$ cat config.mk
export PLATFORM = sky130hd
export DESIGN_NAME = ultrasonic_ping_ranger
export DESIGN_NICKNAME = d
export VERILOG_FILES = /design/src/hdl/upr_pkg.sv /design/src/hdl/upr_cfg_regs.sv /design/src/hdl/upr_core.sv /design/src/hdl/ultrasonic_ping_ranger.sv
export SDC_FILE = /design/constraint.sdc
export NUM_CORES = 1
export LEC_CHECK = 0
export BUFFER_PORTS_ARGS = -buffer_cell sky130_fd_sc_hd__buf_2
export CORE_MARGIN = 2
export CORE_UTILIZATION = 35
export CTS_BUF_LIST = sky130_fd_sc_hd__clkbuf_4
export DETAILED_ROUTE_END_ITERATION = 12
export SLEW_MARGIN = 20
export SYNTH_ARGS = -nofsm -noshare
export SYNTH_HDL_FRONTEND = slang
export SYNTH_SLANG_ARGS = --single-unit
$ cat constraint.sdc
create_clock -name i_clk -period 8.1 [get_ports i_clk]
set_input_delay 1.62 -clock i_clk [delete_from_list [all_inputs] [get_ports i_clk]]
set_output_delay 1.62 -clock i_clk [all_outputs]
set_load 0.005 [all_outputs]
$ cat src/hdl/upr_pkg.sv
// Shared types and constants of the ultrasonic ping ranger.
// Used by upr_cfg_regs, upr_core and ultrasonic_ping_ranger; depends on nothing.
package upr_pkg;

    localparam int TICKS_PER_MS    = 1000;
    localparam int TRIG_LOW_TICKS  = 2;
    localparam int TRIG_HIGH_TICKS = 5;

    localparam int PRE_W   = 10;
    localparam int CNT_W   = 16;
    localparam int RANGE_W = 14;
    localparam int ADDR_W  = 3;
    localparam int DATA_W  = 32;

    // Range is 5 * duration / 29, kept as a running quotient and remainder.
    localparam int RANGE_MUL = 5;
    localparam int RANGE_DIV = 29;
    localparam int REM_W     = 5;

    localparam logic [CNT_W-1:0] TIMEOUT_RESET = 16'd35000;
    localparam logic [CNT_W-1:0] CNT_MAX       = '1;

    localparam logic [0:0] REG_MIN_INTERVAL = 1'b0;
    localparam logic [0:0] REG_ECHO_TIMEOUT = 1'b1;

    localparam logic [2:0] PH_IDLE  = 3'd0;
    localparam logic [2:0] PH_TLOW  = 3'd1;
    localparam logic [2:0] PH_THIGH = 3'd2;
    localparam logic [2:0] PH_WLOW  = 3'd3;
    localparam logic [2:0] PH_WHIGH = 3'd4;
    localparam logic [2:0] PH_ECHO  = 3'd5;

    typedef struct packed {
        logic [CNT_W-1:0] min_interval_ms;
        logic [CNT_W-1:0] echo_timeout_us;
    } t_cfg;

    typedef struct packed {
        logic               busy_res;
        logic               range_done;
        logic [RANGE_W-1:0] range_mm;
        logic               trigger_enable;
        logic               trigger_drive;
    } t_result;

endpackage

$ cat src/hdl/upr_cfg_regs.sv
// Configuration registers of the ping ranger behind an APB-style port.
// Depends on upr_pkg for the register map and the t_cfg struct.
module upr_cfg_regs (
    input  logic                       i_clk,
    input  logic                       i_rst_n,
    input  logic                       psel,
    input  logic                       penable,
    input  logic                       pwrite,
    input  logic [upr_pkg::ADDR_W-1:0] paddr,
    input  logic [upr_pkg::DATA_W-1:0] pwdata,
    output logic [upr_pkg::DATA_W-1:0] prdata,
    output logic                       pready,
    output upr_pkg::t_cfg              o_cfg
);

    upr_pkg::t_cfg r_cfg;
    logic          wr_en;
    logic [0:0]    reg_idx;

    assign pready  = 1'b1;
    assign wr_en   = psel && penable && pwrite && pready;
    assign reg_idx = paddr[2:2];

    always_ff @(posedge i_clk) begin
        if (!i_rst_n) begin
            r_cfg.min_interval_ms <= '0;
            r_cfg.echo_timeout_us <= upr_pkg::TIMEOUT_RESET;
        end else if (wr_en) begin
            case (reg_idx)
                upr_pkg::REG_MIN_INTERVAL: r_cfg.min_interval_ms <= pwdata[upr_pkg::CNT_W-1:0];
                upr_pkg::REG_ECHO_TIMEOUT: r_cfg.echo_timeout_us <= pwdata[upr_pkg::CNT_W-1:0];
                default: ;
            endcase
        end
    end

    always_comb begin
        case (reg_idx)
            upr_pkg::REG_MIN_INTERVAL:
                prdata = {{(upr_pkg::DATA_W-upr_pkg::CNT_W){1'b0}}, r_cfg.min_interval_ms};
            upr_pkg::REG_ECHO_TIMEOUT:
                prdata = {{(upr_pkg::DATA_W-upr_pkg::CNT_W){1'b0}}, r_cfg.echo_timeout_us};
            default:
                prdata = '0;
        endcase
    end

    assign o_cfg = r_cfg;

endmodule

$ cat src/hdl/upr_core.sv
// Tick-by-tick sequencer of the ping ranger: trigger pulse, echo timing and range.
// Depends on upr_pkg; state advances once for each accepted tick.
module upr_core (
    input  logic              i_clk,
    input  logic              i_rst_n,
    input  logic              i_step,
    input  logic              i_req,
    input  logic              i_echo,
    input  upr_pkg::t_cfg     i_cfg,
    output upr_pkg::t_result  o_res
);

    logic [2:0]                  r_phase,  n_phase;
    logic [upr_pkg::CNT_W-1:0]   r_ph_cnt, n_ph_cnt;
    logic [upr_pkg::CNT_W-1:0]   r_echo,   n_echo;
    logic [upr_pkg::RANGE_W-1:0] r_quot,   n_quot;
    logic [upr_pkg::REM_W-1:0]   r_rem,    n_rem;
    logic [upr_pkg::PRE_W-1:0]   r_pre,    n_pre;
    logic [upr_pkg::CNT_W-1:0]   r_ms,     n_ms;
    logic [upr_pkg::RANGE_W-1:0] r_range,  n_range;

    logic                        finish;
    logic                        dur_zero;
    logic                        drive;
    logic                        en;
    logic                        done;
    logic [upr_pkg::REM_W:0]     rem_sum;

    always_comb begin
        n_phase  = r_phase;
        n_ph_cnt = r_ph_cnt;
        n_echo   = r_echo;
        n_quot   = r_quot;
        n_rem    = r_rem;
        n_pre    = r_pre;
        n_ms     = r_ms;
        n_range  = r_range;
        finish   = 1'b0;
        dur_zero = 1'b0;
        drive    = 1'b0;
        en       = 1'b0;
        done     = 1'b0;
        rem_sum  = {1'b0, r_rem} + (upr_pkg::REM_W+1)'(upr_pkg::RANGE_MUL);

        if (r_phase > upr_pkg::PH_ECHO) begin
            n_phase = upr_pkg::PH_IDLE;
        end

        if (n_phase == upr_pkg::PH_IDLE && i_req) begin
            if (r_ms >= i_cfg.min_interval_ms) begin
                n_phase  = upr_pkg::PH_TLOW;
                n_ph_cnt = '0;
            end else begin
                done = 1'b1;
            end
        end

        case (n_phase)
            upr_pkg::PH_TLOW: begin
                en       = 1'b1;
                n_ph_cnt = n_ph_cnt + 1'b1;
                if (n_ph_cnt >= upr_pkg::CNT_W'(upr_pkg::TRIG_LOW_TICKS)) begin
                    n_phase  = upr_pkg::PH_THIGH;
                    n_ph_cnt = '0;
                end
            end
            upr_pkg::PH_THIGH: begin
                en       = 1'b1;
                drive    = 1'b1;
                n_ph_cnt = n_ph_cnt + 1'b1;
                if (n_ph_cnt >= upr_pkg::CNT_W'(upr_pkg::TRIG_HIGH_TICKS)) begin
                    n_phase  = upr_pkg::PH_WLOW;
                    n_ph_cnt = '0;
                    n_echo   = '0;
                    n_quot   = '0;
                    n_rem    = '0;
                end
            end
            upr_pkg::PH_WLOW, upr_pkg::PH_WHIGH, upr_pkg::PH_ECHO: begin
                if (n_phase == upr_pkg::PH_WLOW) begin
                    if (!i_echo) begin
                        n_phase = upr_pkg::PH_WHIGH;
                    end
                end else if (n_phase == upr_pkg::PH_WHIGH) begin
                    if (i_echo) begin
                        n_phase = upr_pkg::PH_ECHO;
                        n_echo  = upr_pkg::CNT_W'(1);
                        n_quot  = '0;
                        n_rem   = upr_pkg::REM_W'(upr_pkg::RANGE_MUL);
                    end
                end else begin
                    if (i_echo) begin
                        if (r_echo != upr_pkg::CNT_MAX) begin
                            n_echo = r_echo + 1'b1;
                            if (rem_sum >= (upr_pkg::REM_W+1)'(upr_pkg::RANGE_DIV)) begin
                                n_rem  = upr_pkg::REM_W'(rem_sum -
                                         (upr_pkg::REM_W+1)'(upr_pkg::RANGE_DIV));
                                n_quot = r_quot + 1'b1;
                            end else begin
                                n_rem = rem_sum[upr_pkg::REM_W-1:0];
                            end
                        end
                    end else begin
                        finish = 1'b1;
                    end
                end
                n_ph_cnt = n_ph_cnt + 1'b1;
                if (!finish && n_ph_cnt >= i_cfg.echo_timeout_us) begin
                    finish   = 1'b1;
                    dur_zero = 1'b1;
                end
            end
            default: ;
        endcase

        if (finish) begin
            n_range  = dur_zero ? '0 : r_quot;
            done     = 1'b1;
            n_phase  = upr_pkg::PH_IDLE;
            n_ph_cnt = '0;
            n_ms     = '0;
            n_pre    = '0;
        end else begin
            n_pre = r_pre + 1'b1;
            if (n_pre >= upr_pkg::PRE_W'(upr_pkg::TICKS_PER_MS)) begin
                n_pre = '0;
                if (r_ms != upr_pkg::CNT_MAX) begin
                    n_ms = r_ms + 1'b1;
                end
            end
        end
    end

    always_ff @(posedge i_clk) begin
        if (!i_rst_n) begin
            r_phase  <= upr_pkg::PH_IDLE;
            r_ph_cnt <= '0;
            r_echo   <= '0;
            r_quot   <= '0;
            r_rem    <= '0;
            r_pre    <= '0;
            r_ms     <= '0;
            r_range  <= '0;
        end else if (i_step) begin
            r_phase  <= n_phase;
            r_ph_cnt <= n_ph_cnt;
            r_echo   <= n_echo;
            r_quot   <= n_quot;
            r_rem    <= n_rem;
            r_pre    <= n_pre;
            r_ms     <= n_ms;
            r_range  <= n_range;
        end
    end

    assign o_res.trigger_drive  = drive;
    assign o_res.trigger_enable = en;
    assign o_res.range_mm       = n_range;
    assign o_res.range_done     = done;
    assign o_res.busy_res       = (n_phase != upr_pkg::PH_IDLE);

    // The running remainder of 5 * echo_ticks / 29 must stay below the divisor 29.
    a_rem_range: assert property (@(posedge i_clk) disable iff (!i_rst_n)
        r_rem < upr_pkg::REM_W'(upr_pkg::RANGE_DIV))
        else $error("range remainder out of range");

    a_finish_clears: assert property (@(posedge i_clk) disable iff (!i_rst_n)
        (i_step && finish) |=> (r_ms == '0 && r_pre == '0 && r_phase == upr_pkg::PH_IDLE))
        else $error("elapsed counters not cleared after measurement");

    a_prescale: assert property (@(posedge i_clk) disable iff (!i_rst_n)
        r_pre < upr_pkg::PRE_W'(upr_pkg::TICKS_PER_MS))
        else $error("prescaler beyond one millisecond");

endmodule

$ cat src/hdl/ultrasonic_ping_ranger.sv
// Top level of the ultrasonic ping ranger: stream ports, APB registers, result register.
// Depends on upr_pkg, upr_cfg_regs and upr_core.
//
// Channel   Direction  Width  Contents
// s stream  in         8      tick: measure_request, echo_level
// m stream  out        24     result: drive, enable, range_mm, range_done, busy_res
// APB       in/out     32     min_interval_ms at 0x0, echo_timeout_us at 0x4
//
// One tick is accepted in every unstalled cycle; the result appears in the next cycle in the
// result register. The state update and range arithmetic sit in one combinational
// step, the range kept as a running quotient of the echo count.
// A stall on the master side holds the result register and stops ticks being taken.
// Reset is synchronous and returns the sequencer to idle with range zero.
module ultrasonic_ping_ranger (
    input  logic                       i_clk,
    input  logic                       i_rst_n,
    input  logic                       i_s_tvalid,
    output logic                       o_s_tready,
    input  logic [7:0]                 i_s_tdata,   // [0] measure_request, [1] echo_level
    output logic                       o_m_tvalid,
    input  logic                       i_m_tready,
    output logic [23:0]                o_m_tdata,   // [0] trigger_drive, [1] trigger_enable,
                                                    // [15:2] range_mm, [16] range_done,
                                                    // [17] busy_res
    input  logic                       psel,
    input  logic                       penable,
    input  logic                       pwrite,
    input  logic [upr_pkg::ADDR_W-1:0] paddr,
    input  logic [upr_pkg::DATA_W-1:0] pwdata,
    output logic [upr_pkg::DATA_W-1:0] prdata,
    output logic                       pready
);

    upr_pkg::t_cfg    cfg;
    upr_pkg::t_result res;
    upr_pkg::t_result r_res;
    logic             r_valid;
    logic             step;

    upr_cfg_regs u_cfg (
        .i_clk   (i_clk),
        .i_rst_n (i_rst_n),
        .psel    (psel),
        .penable (penable),
        .pwrite  (pwrite),
        .paddr   (paddr),
        .pwdata  (pwdata),
        .prdata  (prdata),
        .pready  (pready),
        .o_cfg   (cfg)
    );

    assign o_s_tready = !r_valid || i_m_tready;
    assign step       = i_s_tvalid && o_s_tready;

    upr_core u_core (
        .i_clk   (i_clk),
        .i_rst_n (i_rst_n),
        .i_step  (step),
        .i_req   (i_s_tdata[0]),
        .i_echo  (i_s_tdata[1]),
        .i_cfg   (cfg),
        .o_res   (res)
    );

    always_ff @(posedge i_clk) begin
        if (!i_rst_n) begin
            r_valid <= 1'b0;
        end else if (o_s_tready) begin
            r_valid <= i_s_tvalid;
        end
    end

    always_ff @(posedge i_clk) begin
        if (step) begin
            r_res <= res;
        end
    end

    assign o_m_tvalid = r_valid;
    assign o_m_tdata  = {6'b0, r_res};

    a_drive_enabled: assert property (@(posedge i_clk) disable iff (!i_rst_n)
        (o_m_tvalid && r_res.trigger_drive) |-> r_res.trigger_enable)
        else $error("pin driven high while not enabled");

    a_enable_busy: assert property (@(posedge i_clk) disable iff (!i_rst_n)
        (o_m_tvalid && r_res.trigger_enable) |-> r_res.busy_res)
        else $error("trigger active outside a measurement");

    a_done_idle: assert property (@(posedge i_clk) disable iff (!i_rst_n)
        (o_m_tvalid && r_res.range_done) |-> !r_res.busy_res)
        else $error("answer given while still measuring");

endmodule
Yosys cells after proc, flatten, opt, wreduce, memory -nomap -nowiden
Cells that the tools add are included.
- add/sub/neg operators: 7
- $lt $le $gt $ge: 7
- equality and inequality tests: 12
- multiplexer cells: 60
- bitwise operators: 1
- reduce and logical (&&, ||, !) cells: 20
- operators by type and width (cell ; number):
    $mux 16 ; 14
    $mux 14 ; 9
    $pmux 32 s2 ; 1
    $add 16x1->16 const B ; 3
    $pmux 16 s3 ; 1
    $mux 5 ; 7
    $ge 16x16->1 ; 2
    $ne 16x16->1 const B ; 2
    $pmux 16 s2 ; 1
    $mux 3 ; 10
    $pmux 14 s2 ; 1
    $mux 10 ; 2
    $ge 16x2->1 const B ; 1
    $ge 16x3->1 const B ; 1
    $add 14x1->14 const B ; 1
    $mux 1 ; 12
    $add 10x1->10 const B ; 1
    $ge 10x10->1 const B ; 1
    $pmux 5 s2 ; 1
    $pmux 3 s3 ; 1
    $reduce_and 7->1 ; 1
    $add 5x3->6 const B ; 1
    $eq 3x2->1 const B ; 2
    $eq 3x3->1 const B ; 2
    other kinds (19) ; 29
- bits in registers: 145
- input bits: 50
- output and inout bits: 59
- word-level logic and storage cells: 123

Logic depth before layout (Yosys ltp)
- depth in word-level cells: 15
- depth in mapped cells: 24
- mapped depth without buffers: 21

Cells and area by module
From an unflattened synthesis, not the netlist that was laid out.
- cell total of the unflattened synthesis: 951
- area total of the unflattened synthesis: 8349.3 um^2
- modules (own cells, without submodules) (module ; times used ; cells an instance ; area an instance (um^2) ; seq. area each (um^2)):
    upr_core ; 1 ; 754 ; 6094.6 ; 1881.8
    upr_cfg_regs ; 1 ; 167 ; 1607.8 ; 640.6
    ultrasonic_ping_ranger ; 1 ; 30 ; 646.9 ; 560.5

Worst setup path after synthesis
OpenSTA, ideal clock, no wires.
- path kind: input to register
- start: input i_s_tdata[0]
- end: register u_core.r_ph_cnt[2] (netlist name)
- setup time: 0.122 ns
- arrival: 5.366 ns
- required time: 7.978 ns
- path slack: 2.612 ns
- stages: 19
- path buffers: 2
- cell sequence: nand2_1 a21o_1 and2_1 ha_1 buf_2 and3_1 nand4_1 nor2_1 xnor2_1 nor2_1 ha_1 nand4_1 nor3_1 a2111oi_4 o211ai_1 o21ba_1 buf_6 a211o_4 a221o_1
- word-level cells in the longest chain between the ends: 11
- elaborated cells between the ends (all ways): 24
- those cells by class: add/sub (1); order compare (3); eq/ne (5); mux (11); reduce/logical (4)
- ends and longest elaborated chain (element ; RTL line ; text):
    start: declaration ; ultrasonic_ping_ranger.sv:19 ; input logic [7:0] i_s_tdata,
    $logic_and 1x1->1 (*) ; upr_core.sv:49 ; if (n_phase == upr_pkg::PH_IDLE && i_req) begin
    branches (longest 9 deep; another with $add 16x1->16) ; n/a ;
    $mux 16 (*) ; upr_core.sv:116 ; if (finish) begin
    end signal: assignment ; upr_core.sv:146 ; r_ph_cnt <= n_ph_cnt;
    end: declaration ; upr_core.sv:14 ; logic [upr_pkg::CNT_W-1:0] r_ph_cnt, n_ph_cnt;
Every way passes the cells marked *. The select of a mux whose other input is x is not followed.
A chain may end at the register's enable or synchronous reset.

Worst setup path in the final report
- start: register u_cfg.r_cfg (netlist bit u_cfg.o_cfg[25])
- end: register u_core.r_ph_cnt[11] (netlist name)
- word-level cells in the longest chain between the ends: 12
- elaborated cells between the ends (all ways): 26
- those cells by class: add/sub (1); order compare (4); eq/ne (5); mux (13); reduce/logical (3)
- ends and longest elaborated chain (element ; RTL line ; text):
    start: declaration ; upr_cfg_regs.sv:16 ; upr_pkg::t_cfg r_cfg;
    $ge 16x16->1 (*) ; upr_core.sv:50 ; if (r_ms >= i_cfg.min_interval_ms) begin
    branches (longest 10 deep; another with $add 16x1->16) ; n/a ;
    $mux 16 (*) ; upr_core.sv:116 ;
Marks and branches as above.

==> results.cfg <==
[status]
status = finished, final reports clean

[clock_tree]
cts_buffers = 17
path_clk_slew_ns = 0.14
root_buffer = clkbuf_4
cts.sinks = 145
hold_buffers = 0
cts_resized = 0
cts_tree = yes
cts_max_path_buffers = 2
htreeDepth = 4
clock_latency_ns = 0.58
post_cts_buffers = 0

[routing]
drtAntennaViolNets = 0
wl_microns = 21060
viasPerCell = 5.167
drt-initial-drc-count = 500
drc = 0
routedWlPerCell_microns = 14.51
vias = 7502
drt_first_pass_iters = 5

[setup_path]
worstSetupEndpointType = flop
setup.worst_path.start_class = flop
path_class = flop to flop
rrSetupSlack_ns = 1.55
required_ns = 8.60
arrival_ns = 7.04
path_max_fanout = 16

[pwr]
ir_drop_mv = 0.06562
p_per_area_mw_per_mm2 = 155.2
total_power_uw = 1445
p_leak_uw = 0.003503

[logic_synthesis]
yosysUniqueCellTypes = 86
yosysSeqAreaShare_pct = 35.56
ys_warn_count = 0
synth_area_sq_mm = 0.008670
synth_area_per_cell_sq_um = 7.954
synth-main-ff-cell = dfxtp_1
synth_edf_count = 18
synth_area_leader_cell = dfxtp_1
synthTopCellsByArea = dfxtp_1 (29%), nand2_1 (7.4%), edfxtp_1 (6.2%)
async_flop_share_pct = 0
synth_top_area_share_pct = 29.33
synthesis.instances = 1090
synth-seq-cells = 145

[timing]
layout_min_cycle_time_ns = 6.547
rsz0062_at_grt = no
max_slew.worst_pin.slew_ns = 1.049
skew_ns = 0.03426
fmax_mhz = 152.8
setup-violations-final = 0
finalHoldViolations = 0
maxSlewViolCount = 0
period_share_pct = 80.82
setup_tns_ns = 0
slew-limit-headroom_pct = 29.70

[floorplan]
io_pins = 109
start_util_pct = 35.65
rows = 57
core_sq_mm = 0.02432
die_h_microns = 161.4
die_x_microns = 161.4
die_area_sq_mm = 0.02605

[place]
place_hpwl_microns = 14970
io_buffers = 61
gp_congestion = 0.8215

[cells_and_area]
final_layout_size_suffix_gt1_share_pct = 12.79
area_delta_synth_final_pct = 7.404
utilization_pct = 38.29
nFillCells = 2504
nNetsFinal = 1206

[global_routing]
grt_pass1_wl_microns = 34840
grt-ovfl-total = 0
grt_pass1_vias = 6935
antenna_found_initial = 1
grt.total_usage_pct = 16.38
grt_max_degree = 53

[worst_hold_path]
min-delay-path-class = flop to flop

[run]
max_cap_viol_count = 0
==> synthesized netlist by cell type (5+ instances only) <==
library cell	n
and3_1	21
nand4_1	18
a22o_1	20
a21oi_1	95
xnor2_1	17
buf_2	10
o22ai_1	5
o21ai_0	69
nor2_1	84
xor2_1	18
dfxtp_1	127
inv_1	52
a31oi_1	5
o21a_1	13
edfxtp_1	18
or2_2	5
and2_1	10
clkbuf_1	41
nand2_1	172
ha_1	43
a21o_1	5
or3_1	12
o211ai_1	12
nor3_1	28
a22oi_1	12
buf_4	26
nand3_1	25
or3b_2	10
a21boi_0	11
nor2b_1	5
==> cells by family after synthesis <==
| logic type | Yosys count | synth area share, % |
|---|---|---|
| muxes | 1 | 0.1299 |
| and+or+nand+nor | 425 | 24.07 |
| adders and majority gates | 43 | 6.206 |
| xor gates and xnor gates | 36 | 3.723 |
| other | 2 | 0.08662 |
| buffers and inverters | 141 | 7.750 |
| AOI/OAI and AO/OA | 297 | 22.47 |
| DFF | 145 | 35.56 |
==> layout make-up <==
| class | instances | area [sq um] | share of cell area, % |
|---|---|---|---|
| diodes | 2 | 5.005 | 0.05375 |
| multi-input cells | 825 | 5002 | 53.72 |
| flip-flops and latches | 145 | 3083 | 33.11 |
| clock inverters | 15 | 120.1 | 1.290 |
| inverters | 56 | 210.2 | 2.257 |
| clock buffers | 17 | 127.6 | 1.371 |
| well taps | 324 | 405.4 | 4.354 |
| repair buffers | 68 | 357.8 | 3.843 |
==> path summary, 6_finish.rpt <==
| check | cells past startpoint | endpoint | startpoint |
|---|---|---|---|
| worst max-delay path | 21 | u_core.r_ph_cnt[11] | u_cfg.o_cfg[25] |
| worst min-delay path | 2 | u_core.r_range[10] | u_core.r_range[10] |
| worst max register to register | 21 | u_core.r_ph_cnt[11] | u_cfg.o_cfg[25] |
| worst min register to register | 2 | u_core.r_range[10] | u_core.r_range[10] |
==> layout by cell type (no fill, tap or decap), drive strengths merged, types with 6 or more instances in the layout <==
| cell type | instances |
|---|---|
| and3 | 22 |
| nand2 | 172 |
| nor2 | 85 |
| nand4 | 20 |
| a21boi | 11 |
| o21a | 13 |
| nor3 | 29 |
| xnor2 | 17 |
| ha | 43 |
| or3b | 12 |
| dfxtp | 127 |
| clkbuf | 17 |
| and2 | 10 |
| a21oi | 95 |
| o211ai | 12 |
| edfxtp | 18 |
| or3 | 12 |
| nand3 | 27 |
| o21ai | 75 |
| conb | 23 |
| buf | 68 |
| inv | 66 |
| a22o | 20 |
| a22oi | 12 |
| a31oi | 6 |
| xor2 | 19 |
| or2 | 8 |
==> critical path, stage by stage (launching register included) <==
cell	delay, ns
dfxtp_1	0.35
inv_1	0.08
ha_1	0.31
a21oi_1	0.15
o21ai_0	0.10
a221oi_1	0.61
a21o_1	0.35
and2_1	0.26
ha_1	0.48
nand4_1	0.31
nor2_1	0.21
nand3_1	0.12
xor2_1	0.16
nor2_1	0.14
ha_1	0.25
nand4_1	0.13
nor3_1	0.10
a2111oi_4	0.64
o211ai_1	0.40
nor3_2	0.93
o21ai_0	0.17
a22oi_1	0.21
==> per-layer routing <==
layer / vias to the layer above / track usage [%] / routed length (microns)
met5: - / 0 / 0
met3: 24 / 3.082 / 703
li1: 3845 / - / -
met1: 3505 / 21.83 / 10050
met4: 0 / 4.424 / 330
met2: 128 / 27.21 / 9985
==> through the flow <==
step | cell area [sq um] | worst slack (ns) | std cells | hold slack (ns)
floorplan | 8748 | 2.612 | 1111 | 0.4363
global placement | 9056 | 1.384 | 1418 | 0.4416
detailed placement | 9056 | 1.358 | 1418 | 0.4465
CTS | 9304 | 1.477 | 1450 | 0.4649
global route | 9311 | 0.7735 | 1452 | 0.4782
finish | 9311 | 1.553 | 1452 | 0.4628
==> registers in the layout (all words and copies together) (netlist names), 3 cells and up <==
| signal | cells |
|---|---|
| u_cfg.o_cfg | 32 |
| o_m_tdata | 18 |
| u_core.r_echo | 16 |
| u_core.r_ms | 16 |
| u_core.r_ph_cnt | 16 |
| u_core.r_quot | 14 |
| u_core.r_range | 14 |
| u_core.r_pre | 10 |
| u_core.r_rem | 5 |
| u_core.r_phase | 3 |
==> power by group <==
part           internal, uW  total [uW]  switching (uW)
Sequential              748         776            27.7
Combinational          83.7         236             152
Clock                   130         433             303
Total                   963        1450             483
Power figures use the tool's default switching activity.
